==> src/hdl/fletcher64_xor_checksum_core_defines.svh <==
// Assertion macros shared by the checksum RTL.
`ifndef FLETCHER64_XOR_CHECKSUM_CORE_DEFINES_SVH
`define FLETCHER64_XOR_CHECKSUM_CORE_DEFINES_SVH

// Same-cycle implication, disabled during reset.
`define FXC_ASSERT_IMPL(label, clk, rst, ante, cons) \
   label: assert property (@(posedge clk) disable iff (rst) (ante) |-> (cons)) \
      else $error("assertion failed");

// Next-cycle implication, disabled during reset.
`define FXC_ASSERT_NEXT(label, clk, rst, ante, cons) \
   label: assert property (@(posedge clk) disable iff (rst) (ante) |=> (cons)) \
      else $error("assertion failed");

`endif

==> src/hdl/fxc_pkg.sv <==
// Types, constants and the end-around adder for the Fletcher-64 xor checksum.
package fxc_pkg;

   localparam int unsigned WORD_W = 32;
   localparam logic [WORD_W-1:0] SUM_ALL_ONES = '1;
   localparam logic [WORD_W-1:0] WORD_XOR = WORD_W'(1);

   typedef struct packed {
      logic [WORD_W-1:0] data_word;
      logic              has_word;
      logic              last_word;
   } item_type;

   typedef struct packed {
      logic [WORD_W-1:0] first_sum;
      logic [WORD_W-1:0] second_sum;
   } sum_pair_type;

   // Ones-complement add; with acc nonzero the result stays in 1..all ones.
   function automatic logic [WORD_W-1:0] eac_add(input logic [WORD_W-1:0] acc,
                                                 input logic [WORD_W-1:0] addend);
      logic [WORD_W:0] raw;
      raw = {1'b0, acc} + {1'b0, addend};
      return raw[WORD_W-1:0] + {{(WORD_W-1){1'b0}}, raw[WORD_W]};
   endfunction

endpackage

==> src/hdl/fxc_accum.sv <==
// Running first/second sum state with the chained end-around update.
`include "fletcher64_xor_checksum_core_defines.svh"

module fxc_accum import fxc_pkg::*; (
   input  logic         clock,
   input  logic         reset,
   input  logic         step,
   input  item_type     item,
   output sum_pair_type sums
);

   logic [WORD_W-1:0] first_ff, first_in;
   logic [WORD_W-1:0] second_ff, second_in;
   logic [WORD_W-1:0] first_upd, second_upd;

   always_comb begin
      first_upd  = first_ff;
      second_upd = second_ff;
      if (item.has_word) begin
         first_upd  = eac_add(first_ff, item.data_word ^ WORD_XOR);
         second_upd = eac_add(second_ff, first_upd);
      end
      sums.first_sum  = first_upd;
      sums.second_sum = second_upd;
   end

   always_comb begin
      first_in  = first_ff;
      second_in = second_ff;
      if (step) begin
         if (item.last_word) begin
            first_in  = SUM_ALL_ONES;
            second_in = SUM_ALL_ONES;
         end else begin
            first_in  = first_upd;
            second_in = second_upd;
         end
      end
   end

   always_ff @(posedge clock) begin
      if (reset) begin
         first_ff  <= SUM_ALL_ONES;
         second_ff <= SUM_ALL_ONES;
      end else begin
         first_ff  <= first_in;
         second_ff <= second_in;
      end
   end

   `FXC_ASSERT_IMPL(a_state_nonzero, clock, reset, 1'b1, first_ff != '0 && second_ff != '0)
   `FXC_ASSERT_NEXT(a_restart_after_last, clock, reset, step && item.last_word,
                    first_ff == SUM_ALL_ONES && second_ff == SUM_ALL_ONES)

endmodule

==> src/hdl/fletcher64_xor_checksum_core.sv <==
// Top level of the streaming Fletcher-64 checksum over words xored with 1.
// Path: req to input reg, then a last item's sums to result reg and rsp_valid.
// Throughput: one word per cycle unless a last item waits for a full result slot;
// two chained 32-bit end-around adds (input reg to sum/result regs) set the cycle.
// Reset: clears both valids and restarts both sums at 0xFFFFFFFF.
`include "fletcher64_xor_checksum_core_defines.svh"

module fletcher64_xor_checksum_core import fxc_pkg::*; (
   input  logic              clock,
   input  logic              reset,
   input  logic              req_valid,
   output logic              req_ready,
   input  logic [WORD_W-1:0] req_data_word,
   input  logic              req_has_word,
   input  logic              req_last_word,
   output logic              rsp_valid,
   input  logic              rsp_ready,
   output logic [WORD_W-1:0] rsp_first_sum,
   output logic [WORD_W-1:0] rsp_second_sum
);

   logic         s1_valid_ff, s1_valid_in;
   item_type     s1_item_ff, s1_item_in;
   logic         rsp_valid_ff, rsp_valid_in;
   sum_pair_type rsp_sums_ff, rsp_sums_in;
   sum_pair_type sums;
   logic         advance;

   fxc_accum u_accum (
      .clock (clock),
      .reset (reset),
      .step  (advance),
      .item  (s1_item_ff),
      .sums  (sums)
   );

   // A last item needs a free result slot; other items always advance.
   assign advance   = s1_valid_ff && (!s1_item_ff.last_word || !rsp_valid_ff || rsp_ready);
   assign req_ready = !s1_valid_ff || advance;

   always_comb begin
      s1_valid_in = s1_valid_ff;
      s1_item_in  = s1_item_ff;
      if (req_ready) begin
         s1_valid_in = req_valid;
         s1_item_in  = '{data_word: req_data_word, has_word: req_has_word,
                         last_word: req_last_word};
      end
   end

   always_comb begin
      rsp_valid_in = rsp_valid_ff && !rsp_ready;
      rsp_sums_in  = rsp_sums_ff;
      if (advance && s1_item_ff.last_word) begin
         rsp_valid_in = 1'b1;
         rsp_sums_in  = sums;
      end
   end

   always_ff @(posedge clock) begin
      if (reset) begin
         s1_valid_ff  <= 1'b0;
         rsp_valid_ff <= 1'b0;
      end else begin
         s1_valid_ff  <= s1_valid_in;
         rsp_valid_ff <= rsp_valid_in;
      end
      s1_item_ff  <= s1_item_in;
      rsp_sums_ff <= rsp_sums_in;
   end

   assign rsp_valid      = rsp_valid_ff;
   assign rsp_first_sum  = rsp_sums_ff.first_sum;
   assign rsp_second_sum = rsp_sums_ff.second_sum;

   `FXC_ASSERT_IMPL(a_stall_needs_item, clock, reset, !req_ready, s1_valid_ff)
   `FXC_ASSERT_IMPL(a_rsp_sums_nonzero, clock, reset, rsp_valid_ff,
                    rsp_sums_ff.first_sum != '0 && rsp_sums_ff.second_sum != '0)

endmodule

==> config.mk <==
export PLATFORM = sky130hd
export DESIGN_NAME = fletcher64_xor_checksum_core
export DESIGN_NICKNAME = d
export VERILOG_FILES = /design/src/hdl/fxc_pkg.sv /design/src/hdl/fxc_accum.sv /design/src/hdl/fletcher64_xor_checksum_core.sv
export VERILOG_INCLUDE_DIRS = /design/src /design/src/hdl
export SDC_FILE = /design/constraint.sdc
export NUM_CORES = 1
export LEC_CHECK = 0
export BUFFER_PORTS_ARGS = -buffer_cell sky130_fd_sc_hd__buf_2
export CAP_MARGIN = 20
export CORE_MARGIN = 5
export CORE_UTILIZATION = 40
export CTS_BUF_LIST = sky130_fd_sc_hd__clkbuf_2
export DETAILED_ROUTE_END_ITERATION = 6
export PLACE_DENSITY = 0.59
export SLEW_MARGIN = 20
export SYNTH_ARGS = -nofsm -noshare
export SYNTH_HDL_FRONTEND = slang
export SYNTH_HIERARCHICAL = 1
export SYNTH_SLANG_ARGS = --single-unit
==> constraint.sdc <==
create_clock -name clock -period 12 [get_ports clock]
set_input_delay 1.8 -clock clock [delete_from_list [all_inputs] [get_ports clock]]
set_output_delay 1.8 -clock clock [all_outputs]
set_load 0.005 [all_outputs]
==> summary.md, run 1 <==
| Metric | Value |
|---|---|
| Synth-to-Final Area Change | 8.91% |
| Setup crit end kind | flip-flop |
| Peak supply drop | ~0.055 mV |
| Site Rows | 62 |
| Hpwl dp | 25.4 mm |
| WP data required | approximately 13 ns |
| Post-route ant nets | 0 |
| TNS Setup | 0 ns |
| Synth Register Bits | around 160 |
| Layout net count | about 1500 |
| Pwr Density | 128 nW/µm² |
| Met3 Routed Length | 1.61 mm |
| # setup viols final | 0 |
| CTS H-tree depth | 4 |
| Die W | 181 µm |
| Number of buffers added on ports | 103 |
| Syn_area_per_cell | approximately 9 µm² |
| Drt pass-1 iters | 5 |
| CP startpoint kind | flip-flop |
| Met2 WL | approximately 15 mm |
| CTS tree | yes |
| First DRT Iteration DRCs | 901 |
| GP Congestion | 0.877 |
| Setup CP Type | reg -> reg |
| Yosys warns | 6 |
| Skew final | 0.0598 ns |
| Num CTS Buffers | 17 |
| CTS clk-pin slew, worst paths | roughly 0.25 ns |
| Worst skew pair latency | 0.81 ns |
| Outcome | complete, no violations |
| Leakage power | 4.73 nW |
| Slew Limit Fails | 0 |
| Worst slew margin | approximately a quarter |
| Post-synth EDFFs | 98 |
| End point of the critical path | rsp_second_sum[22] |
| Net Switching | 0.000664 W |
| Clock root buffer | clkbuf_2 |
| Sw frac | 40.7% |
| First-pass GRT wire length | 52.6 mm |
| Reg2reg end | rsp_second_sum[22] |
| R2r setup slk | 1.94 ns |
| Post-synth top flop | edfxtp_1 |
| Post-cts resize count | 0 |
| Sequential share of the synthesized area | 36.4% |
| Min-Delay Path Class | reg -> reg |
| Sequential share of power | 39.7% |
| Maximum number of pins on one net before global-route repair | 53 |
| # Max-Cap Violations | 0 |
| Post-Route WL | 32.8 mm |
| Clk network pwr share | a little under a fifth |
| FMAX | 99.4 MHz |
| Pint | 0.000969 W |
| Final Hold Viols | 0 |
| Core ar. | around 29000 µm² |
| Max clock buf depth | 2 |
| Distinct cell type count after synthesis | slightly below 90 |
| Vias in the first global route | 9590 |
| # clock sinks | 164 |
| Ys async rst share | 0% |
| Initial antenna violation count | 1 |
| Share of cells above drive strength 1 | a little over an eighth |
| Vias per inst | 5.76 |
| Register-to-Register Path Depth | 38 |
| Initial Utilization | approximately 40% |
| Wire per inst | 18.3 µm |
| Crit path DAT | between 10 and 15 ns |
| Via count | around 10000 |
| Io pins | 104 |
| Met1 WL | 16.1 mm |
| Tot GR Track Use | 19.7% |
| RSZ-0062 raised after global routing | false |
| Synthesized area | 11700 µm² |
| Syn Inst Count | about 1300 |
| Die area | roughly 33000 µm² |
| Design Power | 0.00163 W |
| Post-CTS setup buffers | 0 |
| GRT overflow | 0 |
| CP Max Fanout | 11 |
| Min Tclk post-route | 10.06 ns |
| Slew @ Worst Pin | 1.10 ns |
| Filler cells | 2922 |
| Crit-path slowest cell | nor4_1 |
| Die Y-Extent | 181 µm |
| Tcrit/Tclk final | 83.8% |
| Combinational Power Share | 42.0% |
| Syn Nets | 1435 |
| DR top layer | met4 |
| Post-CTS Hold Buffers | 0 |
| Drt drc | 0 |
| Max stage delay on crit path | 0.69 ns |
| Reg-to-reg startpoint | s1_item_ff[7] |
| CP startpoint | s1_item_ff[7] |
==> critical path: cells and delay by family (launching register included) <==
kind / cells / cell delay (ns)
AOI/OAI and AO/OA: 19 / 4.20
and+or+nand+nor: 12 / 3.25
adders and majority gates: 5 / 1.54
DFF: 1 / 0.44
xor gates and xnor gates: 2 / 0.38
==> stage by stage <==
stage / util (%) / std cells / setup slack (ns) / hold slack [ns] / instance area, µm²
finish: 44.3 / 1789 / 1.94 / 0.530 / 12800
global route: 44.3 / 1789 / 1.02 / 0.550 / 12800
CTS: 44.3 / 1788 / 2.04 / 0.534 / 12800
detailed placement: 43.5 / 1756 / 2.12 / 0.504 / 12600
global placement: 43.5 / 1756 / 2.43 / 0.496 / 12600
floorplan: - / 1322 / 3.54 / 0.459 / 11700
==> worst min path at each step <==
stage / startpoint / end / slack (ns) / cells after the start
4_1_cts: u_accum/first_ff[30] / u_accum/first_ff[30] / 0.53 / 2
6_report: u_accum/first_ff[24] / u_accum/first_ff[24] / 0.53 / 2
3_3_place_gp: u_accum/first_ff[29] / u_accum/first_ff[29] / 0.50 / 2
2_1_floorplan: u_accum/first_ff[27] / u_accum/first_ff[27] / 0.46 / 1
3_5_place_dp: u_accum/second_ff[0] / u_accum/second_ff[0] / 0.50 / 2
5_1_grt: u_accum/first_ff[30] / u_accum/first_ff[30] / 0.55 / 2
==> power groups by stage <==
| stage | logic [W] | registers [W] | clock network [W] |
|---|---|---|---|
| 4_1_cts | 0.000679 | 0.000648 | 0.000311 |
| 6_report | 0.000686 | 0.000648 | 0.000299 |
| 3_3_place_gp | 0.000672 | 0.000660 | 0 |
| 5_1_grt | 0.000759 | 0.000651 | 0.000331 |
| 3_5_place_dp | 0.000675 | 0.000660 | 0 |
| 2_1_floorplan | 0.000515 | 0.000656 | 0 |
==> sequential cells by signal, summed over array words and instances, names as in the netlist <==
| name | count |
|---|---|
| s1_valid_ff | 1 |
| u_accum/second_ff | 32 |
| rsp_first_sum | 32 |
| rsp_valid | 1 |
| u_accum/first_ff | 32 |
| s1_item_ff | 34 |
| rsp_second_sum | 32 |
==> cell usage in the layout (no fill, tap or decap), types with 17 or more instances in the layout <==
| cell type | netlist | layout |
|---|---|---|
| o22ai_1 | 33 | 33 |
| nand4_1 | 29 | 29 |
| or3_1 | 18 | 18 |
| ha_1 | 73 | 73 |
| nand2b_1 | 44 | 44 |
| clkbuf_2 | 1 | 18 |
| xor2_1 | 37 | 37 |
| and3_1 | 17 | 17 |
| inv_1 | 28 | 28 |
| nor3_1 | 38 | 38 |
| o21a_1 | 17 | 17 |
| nor2_1 | 158 | 157 |
| a21o_1 | 29 | 29 |
| edfxtp_1 | 98 | 98 |
| o21ai_0 | 47 | 47 |
| nand3_1 | 33 | 33 |
| xnor2_1 | 42 | 42 |
| nand2_1 | 90 | 90 |
| dfxtp_1 | 66 | 66 |
| a21oi_1 | 116 | 116 |
| buf_2 | 4 | 103 |
==> synth_stat cells (7+ instances only) <==
cell	number	area, µm²
nor2_1	158	593
a21oi_1	116	581
edfxtp_1	98	2940
nand2_1	90	338
ha_1	73	913
dfxtp_1	66	1320
clkbuf_1	52	195
o21ai_0	47	235
nand2b_1	44	275
xnor2_1	42	368
nor3_1	38	190
xor2_1	37	324
nand3_1	33	165
o22ai_1	33	206
a21o_1	29	218
nand4_1	29	181
inv_1	28	105
or3_1	18	113
and3_1	17	106
o21a_1	17	128
mux2_2	15	169
nor2b_1	15	93.8
and2_1	14	87.6
and4_1	14	123
a211oi_1	12	90.1
nor4_1	11	68.8
o211ai_1	11	82.6
o211a_1	10	100
or4_1	9	67.6
a31oi_1	8	50.1
o2111ai_1	7	61.3
o31ai_1	7	52.6
==> cell type report <==
type / instances / area (µm²) / share of cell area, %
Clock buffer: 18 / 90.1 / 0.705
Antenna cell: 1 / 2.50 / 0.0196
Timing Repair Buffer: 110 / 568 / 4.45
Clock inverter: 14 / 128 / 0.999
Inverter: 28 / 105 / 0.823
Tap cell: 384 / 480 / 3.76
Multi-Input combinational cell: 1070 / 7130 / 55.9
Sequential cell: 164 / 4260 / 33.4
==> cells by family after synthesis <==
logic type | count (synthesis) | share of synthesized area (%)
xor+xnor | 79 | 5.90
compound gates | 367 | 21.0
simple gates | 531 | 24.1
mux | 18 | 1.70
buf+inv | 88 | 2.90
flops | 164 | 36.4
fa+ha+maj | 75 | 8.13
==> per-layer routing <==
metal | GRT usage, % | up-vias
met5 | 0 | -
met4 | 4.17 | 0
met3 | 2.80 | 14
met2 | 31.2 | 249
met1 | 28.8 | 4927
li1 | - | 5122
Note: power is estimated with default switching activity, not from simulation.
==> run 2, diff against run 1 <==
--- a/config.mk
+++ b/config.mk
@@ -12,7 +12,7 @@
 export CORE_UTILIZATION = 40
 export CTS_BUF_LIST = sky130_fd_sc_hd__clkbuf_2
 export DETAILED_ROUTE_END_ITERATION = 6
-export PLACE_DENSITY = 0.59
+export PLACE_DENSITY = 0.61
 export SLEW_MARGIN = 20
 export SYNTH_ARGS = -nofsm -noshare
 export SYNTH_HDL_FRONTEND = slang
==> constraint.sdc (replaced) <==
create_clock -name clock -period 8.8 [get_ports clock]
set_input_delay 1.32 -clock clock [delete_from_list [all_inputs] [get_ports clock]]
set_output_delay 1.32 -clock clock [all_outputs]
set_load 0.005 [all_outputs]
==> run 2 against run 1 <==
Effect of this change:
- die area unchanged
- utilization grew 2.2 points
- worst setup slack worse by 1.4 ns
- clock-buffer cell count decreased by 1
- combinational power up 45%
- register-to-register slack got worse by 1.4 ns
- final cell count rose by 3.6%
- via count grew 2.7%
- critical path type unchanged
- largest cell class unchanged
==> summary.md, run 2 (synthesis gave the netlist of run 1 again) <==
| Metric | Value |
|---|---|
| Crit-path slowest cell | edfxtp_1 |
| Leakage power | 5.07 nW |
| Share of cells above drive strength 1 | 18.8% |
| CTS clk-pin slew, worst paths | ~0.28 ns |
| Commonest non-fill, non-tap cell in the layout | nor2_1 |
| Die area | ~33000 µm² |
| Io pins | roughly 100 |
| GRT overflow | 0 |
| Via count | 10594 |
| Number of buffers added on ports | 103 |
| Most frequent cells in the layout | 156 x nor2_1, 114 x a21oi_1, 103 x buf_2, 98 x edfxtp_1, 89 x nand2_1 |
| Hpwl dp | 26.3 mm |
| Design area | 13400 µm² |
| Die Y-Extent | 181 µm |
| Final Hold Viols | 0 |
| Clock root buffer | clkbuf_2 |
| Drt drc | 0 |
| CP startpoint kind | flip-flop |
| DR top layer | met4 |
| GP Congestion | between 0.9 and 1 |
| # setup viols final | 0 |
| # Max-Cap Violations | 0 |
| Filler cells | 2838 |
| Site Rows | 62 |
| Met1 WL | 16.2 mm |
| CTS H-tree depth | 4 |
| Met3 Routed Length | 1.73 mm |
| CP Max Fanout | 7 |
| WP data required | 9.37 ns |
| Max stage delay on crit path | 0.44 ns |
| # clock sinks | 164 |
| Drt pass-1 iters | 5 |
| Design Power | 0.00234 W |
| Core ar. | 28900 µm² |
| Peak supply drop | 0.0761 mV |
| Vias per inst | 5.72 |
| Tot GR Track Use | 20.2% |
| Vias in the first global route | 10064 |
| Setup crit end kind | flip-flop |
| Placed inst area | 13000 µm² |
| Post-route ant nets | 0 |
| First-pass GRT wire length | 53.8 mm |
| CTS tree | yes |
| Num CTS Buffers | 17 |
| Setup CP Type | reg -> reg |
| Min Tclk post-route | 8.24 ns |
| Layout net count | 1568 |
| Max FFs per register | 34 |
| Synth-to-Final Area Change | 14.2% |
| Post-CTS Hold Buffers | 0 |
| Maximum number of pins on one net before global-route repair | 61 |
| Worst slew margin | 39.3% |
| Max clock buf depth | 2 |
| Initial Utilization | 40.6% |
| Slew @ Worst Pin | 0.910 ns |
| First DRT Iteration DRCs | 682 |
| Die W | between 150 and 200 µm |
| FMAX | 121 MHz |
| Initial antenna violation count | 1 |
| Tcrit/Tclk final | 93.6% |
| Wire per inst | approximately 18 µm |
| Pwr Density | 175 nW/µm² |
| Outcome | complete, no violations |
| Crit path DAT | 8.81 ns |
| Slew Limit Fails | 0 |
| Worst skew pair latency | 0.81 ns |
| Post-Route WL | roughly 34 mm |
| Skew final | 0.0560 ns |
| Largest register by flop count | s1_item_ff |
| Met2 WL | 15.5 mm |
| Min-Delay Path Class | reg -> reg |
run 2: cell count changes in the layout (fill, tap and decap cells not counted), moves of 3 or more:
cell / before / now
ha_1: 73 / 65
o21ai_1: 2 / 5
ha_2: 0 / 7
buf_4: 7 / 71
o21ai_0: 47 / 42
run 2: critical path: cells and delay by family (launching register included):
family	cells	cell delay, ns
and+or+nand+nor	15	2.98
adders and majority gates	4	1.05
buffers and inverters	4	0.65
AOI/OAI and AO/OA	16	2.67
xor gates and xnor gates	1	0.19
DFF	1	0.44
run 2: path summary, 6_finish.rpt:
path	from	endpoint	slack [ns]	depth (start not counted)
worst max-delay path	s1_item_ff[15]	rsp_second_sum[31]	0.56	40
worst min-delay path	u_accum/first_ff[24]	u_accum/first_ff[24]	0.54	2
worst max register to register	s1_item_ff[15]	rsp_second_sum[31]	0.56	40
worst min register to register	u_accum/first_ff[24]	u_accum/first_ff[24]	0.54	2
run 2: stage by stage:
stage	setup WS [ns]	hold WS, ns	utilization (%)	TNS, ns	instances
2_1_floorplan	0.336	0.459	-	0	1322
3_3_place_gp	0.0988	0.489	45.0	0	1815
3_5_place_dp	-0.0997	0.494	45.0	-0.187	1815
4_1_cts	0.0141	0.541	46.0	0	1847
5_1_grt	-0.00873	0.523	46.4	-0.00873	1853
6_report	0.561	0.537	46.4	0	1853
run 2: area by class of cell:
cell class	count	area [µm²]	share of cell area, %
inverters	28	105	0.785
diodes	1	2.50	0.0187
clock inverters	15	179	1.34
well taps	384	480	3.59
clock buffers	17	85.1	0.635
multi-input cells	1070	7230	54.0
repair buffers	174	1050	7.83
flip-flops and latches	164	4270	31.8
run 2: timing repair:
action / 4_1_cts / 5_1_grt
endpoints found under the setup margin: 4 / 50
pin swaps: 1 / 17
buffers inserted: 0 / 5
resized for setup: 7 / 24
run 2: report_power, final:
group          switching, W  internal (W)
Sequential        0.0000206      0.000863
Combinational      0.000605      0.000391
Clock              0.000297      0.000162
run 2: metal layers:
| layer | vias to the layer above | global-route usage, % |
|---|---|---|
| li1 | 5226 | - |
| met1 | 5056 | 28.6 |
| met2 | 274 | 32.3 |
| met3 | 38 | 3.26 |
| met4 | 0 | 5.31 |
| met5 | - | 0 |
==> run 3, diff against run 2 <==
--- a/config.mk
+++ b/config.mk
@@ -10,9 +10,8 @@
 export CAP_MARGIN = 20
 export CORE_MARGIN = 5
 export CORE_UTILIZATION = 40
-export CTS_BUF_LIST = sky130_fd_sc_hd__clkbuf_2
 export DETAILED_ROUTE_END_ITERATION = 6
-export PLACE_DENSITY = 0.61
+export PLACE_DENSITY = 0.59
 export SLEW_MARGIN = 20
 export SYNTH_ARGS = -nofsm -noshare
 export SYNTH_HDL_FRONTEND = slang
==> constraint.sdc (replaced) <==
create_clock -name clock -period 7.58 [get_ports clock]
set_input_delay 1.137 -clock clock [delete_from_list [all_inputs] [get_ports clock]]
set_output_delay 1.137 -clock clock [all_outputs]
set_load 0.005 [all_outputs]
==> run 3 against run 2 <==
Effect of this change:
- the flow now finishes with violations (setup timing)
- clock power increased by 92%
- via count increased by 8.0%
- sequential share of layout area decreased by 4.8 points
- worst setup slack got worse by 1.2 ns
- highest routed layer unchanged
==> summary.md, run 3 (synthesis gave the netlist of run 1 again) <==
| Metric | Value |
|---|---|
| Failing checks | setup timing |
| Largest register by flop count | s1_item_ff |
| Ant. Diodes | 0 |
| Max clock buf depth | 2 |
| Post-CTS Hold Buffers | 0 |
| Io pins | 104 |
| Outcome | finished with violations |
| Pint | approximately 0.0021 W |
| Die area | 32800 µm² |
| Max stage delay on crit path | 0.58 ns |
| DP Cell Count | 1999 |
| Clk network pwr share | 26.1% |
| Drt pass-1 iters | 5 |
| Setup crit end kind | flip-flop |
| Family with the most delay on the worst path | simple AND/OR/NAND/NOR gates |
| WP data required | 7.76 ns |
| FMAX | ~120 MHz |
| TNS Setup | -13.09 ns |
| Clock root buffer | clkbuf_16 |
| Net Switching | about 0.0012 W |
| Vias in the first global route | 10757 |
| Filler cells | approximately 2700 |
| Min-Delay Path Class | reg -> reg |
| First-pass GRT wire length | 58.4 mm |
| Die W | approximately 180 µm |
| Num CTS Buffers | 17 |
| Tcrit/Tclk final | 108% |
| RSZ-0062 raised after global routing | true |
| Design area | 15700 µm² |
| Slew @ Worst Pin | ~1.1 ns |
| Non-Filler Instances | 2065 |
| Most frequent cells in the layout | 279 x buf_4, 152 x nor2_1, 103 x buf_2, 102 x a21oi_1, 98 x edfxtp_1 |
| Slew Limit Fails | 0 |
| Crit path DAT | 8.38 ns |
| Final Hold Viols | 0 |
| Site Rows | 62 |
| Min Tclk post-route | 8.20 ns |
| Share of cells above drive strength 1 | 32.3% |
| Worst hold margin | roughly 0.5 ns |
| Drt drc | 0 |
| # setup viols final | 45 |
| Hpwl dp | 28.1 mm |
| Design Power | 0.00338 W |
| Skew final | 0.0139 ns |
| Setup WS post-layout | -0.617 ns |
| Vias per inst | 5.54 |
| Layout net count | 1781 |
| Number of buffers added on ports | 103 |
| CTS clk-pin slew, worst paths | 0.07 ns |
| Peak supply drop | 0.145 mV |
| Die Y-Extent | 181 µm |
| Leakage power | 6.31 nW |
| GRT overflow | 0 |
| Initial Utilization | around two fifths |
| Post-route ant nets | 0 |
| First DRT Iteration DRCs | about 770 |
| Worst slew margin | 27.2% |
| CTS H-tree depth | 4 |
| Placed inst area | 14500 µm² |
| CTS tree | yes |
| Post-Route WL | 37.5 mm |
| Synth-to-Final Area Change | 34.3% |
| Max FFs per register | 34 |
| Crit-path slowest cell | or4_4 |
| CP Max Fanout | 4 |
| Via count | 11441 |
| Combinational Power Share | a little over two fifths |
| Maximum number of pins on one net before global-route repair | 55 |
| # Max-Cap Violations | 0 |
| Core ar. | ~29000 µm² |
| Tot GR Track Use | 22.0% |
| Sequential share of power | 30.3% |
| CP startpoint kind | flip-flop |
| Pwr Density | 215 nW/µm² |
| Setup CP Type | reg -> reg |
| Commonest non-fill, non-tap cell in the layout | buf_4 |
| Crit path buf inv count | 5 |
| GP Congestion | between 0.9 and 1 |
| # clock sinks | 164 |
| Initial antenna violation count | 0 |
| Wire per inst | 18.1 µm |
| Sw frac | 36.5% |
| Worst skew pair latency | 0.43 ns |
run 3: cell type report:
class | instances | area, µm² | share of cell area [%]
Clock inverter | 12 | 121 | 0.771
Clock buffer | 20 | 457 | 2.90
Inverter | 28 | 105 | 0.667
Tap cell | 384 | 480 | 3.05
Sequential cell | 164 | 4260 | 27.1
Multi-Input combinational cell | 1070 | 7650 | 48.6
Timing Repair Buffer | 387 | 2670 | 16.9
run 3: power by group through the flow:
stage	clock network, W	registers (W)	logic, W
after floorplan	0	0.00104	0.000832
after global placement	0	0.00104	0.00132
after detailed placement	0	0.00104	0.00133
after CTS	0.000900	0.00102	0.00140
after global routing	0.000939	0.00103	0.00161
final	0.000882	0.00102	0.00147
run 3: repair_timing:
action | CTS | global route
gates cloned | 0 | 0
pin swaps | 35 | 52
setup buffers | 27 | 10
resized for setup | 45 | 43
setup endpoints to repair | 61 | 64
run 3: through the flow:
stage | setup WS [ns] | util, %
after floorplan | 0.00191 | -
after global placement | -0.425 | 50.2
after detailed placement | -0.625 | 50.2
after CTS | -0.494 | 53.6
after global routing | -1.02 | 54.6
final | -0.617 | 54.6
run 3: worst paths after layout:
kind                             start  slack, ns  depth (start not counted)              endpoint
setup / recovery         s1_item_ff[2]      -0.62                         42    rsp_second_sum[28]
hold reg to reg   u_accum/first_ff[29]       0.51                          2  u_accum/first_ff[29]
hold / removal    u_accum/first_ff[29]       0.51                          2  u_accum/first_ff[29]
setup reg to reg         s1_item_ff[2]      -0.62                         42    rsp_second_sum[28]
run 3: layer usage:
metal	global-route usage, %	vias up	share of wire, %
li1	-	5657	-
met1	31.1	5425	47
met2	35.6	319	46
met3	3.26	40	5.2
met4	5.70	0	1.6
met5	0	-	0
run 3: worst register-to-register path, delay by kind of cell (launching register included):
family          cells  cell delay, ns
simple gates       14            3.01
compound gates     14            2.13
fa+ha+maj           6            1.35
buf+inv             5            0.51
flops               1            0.37
xor+xnor            2            0.35
mux                 1            0.27
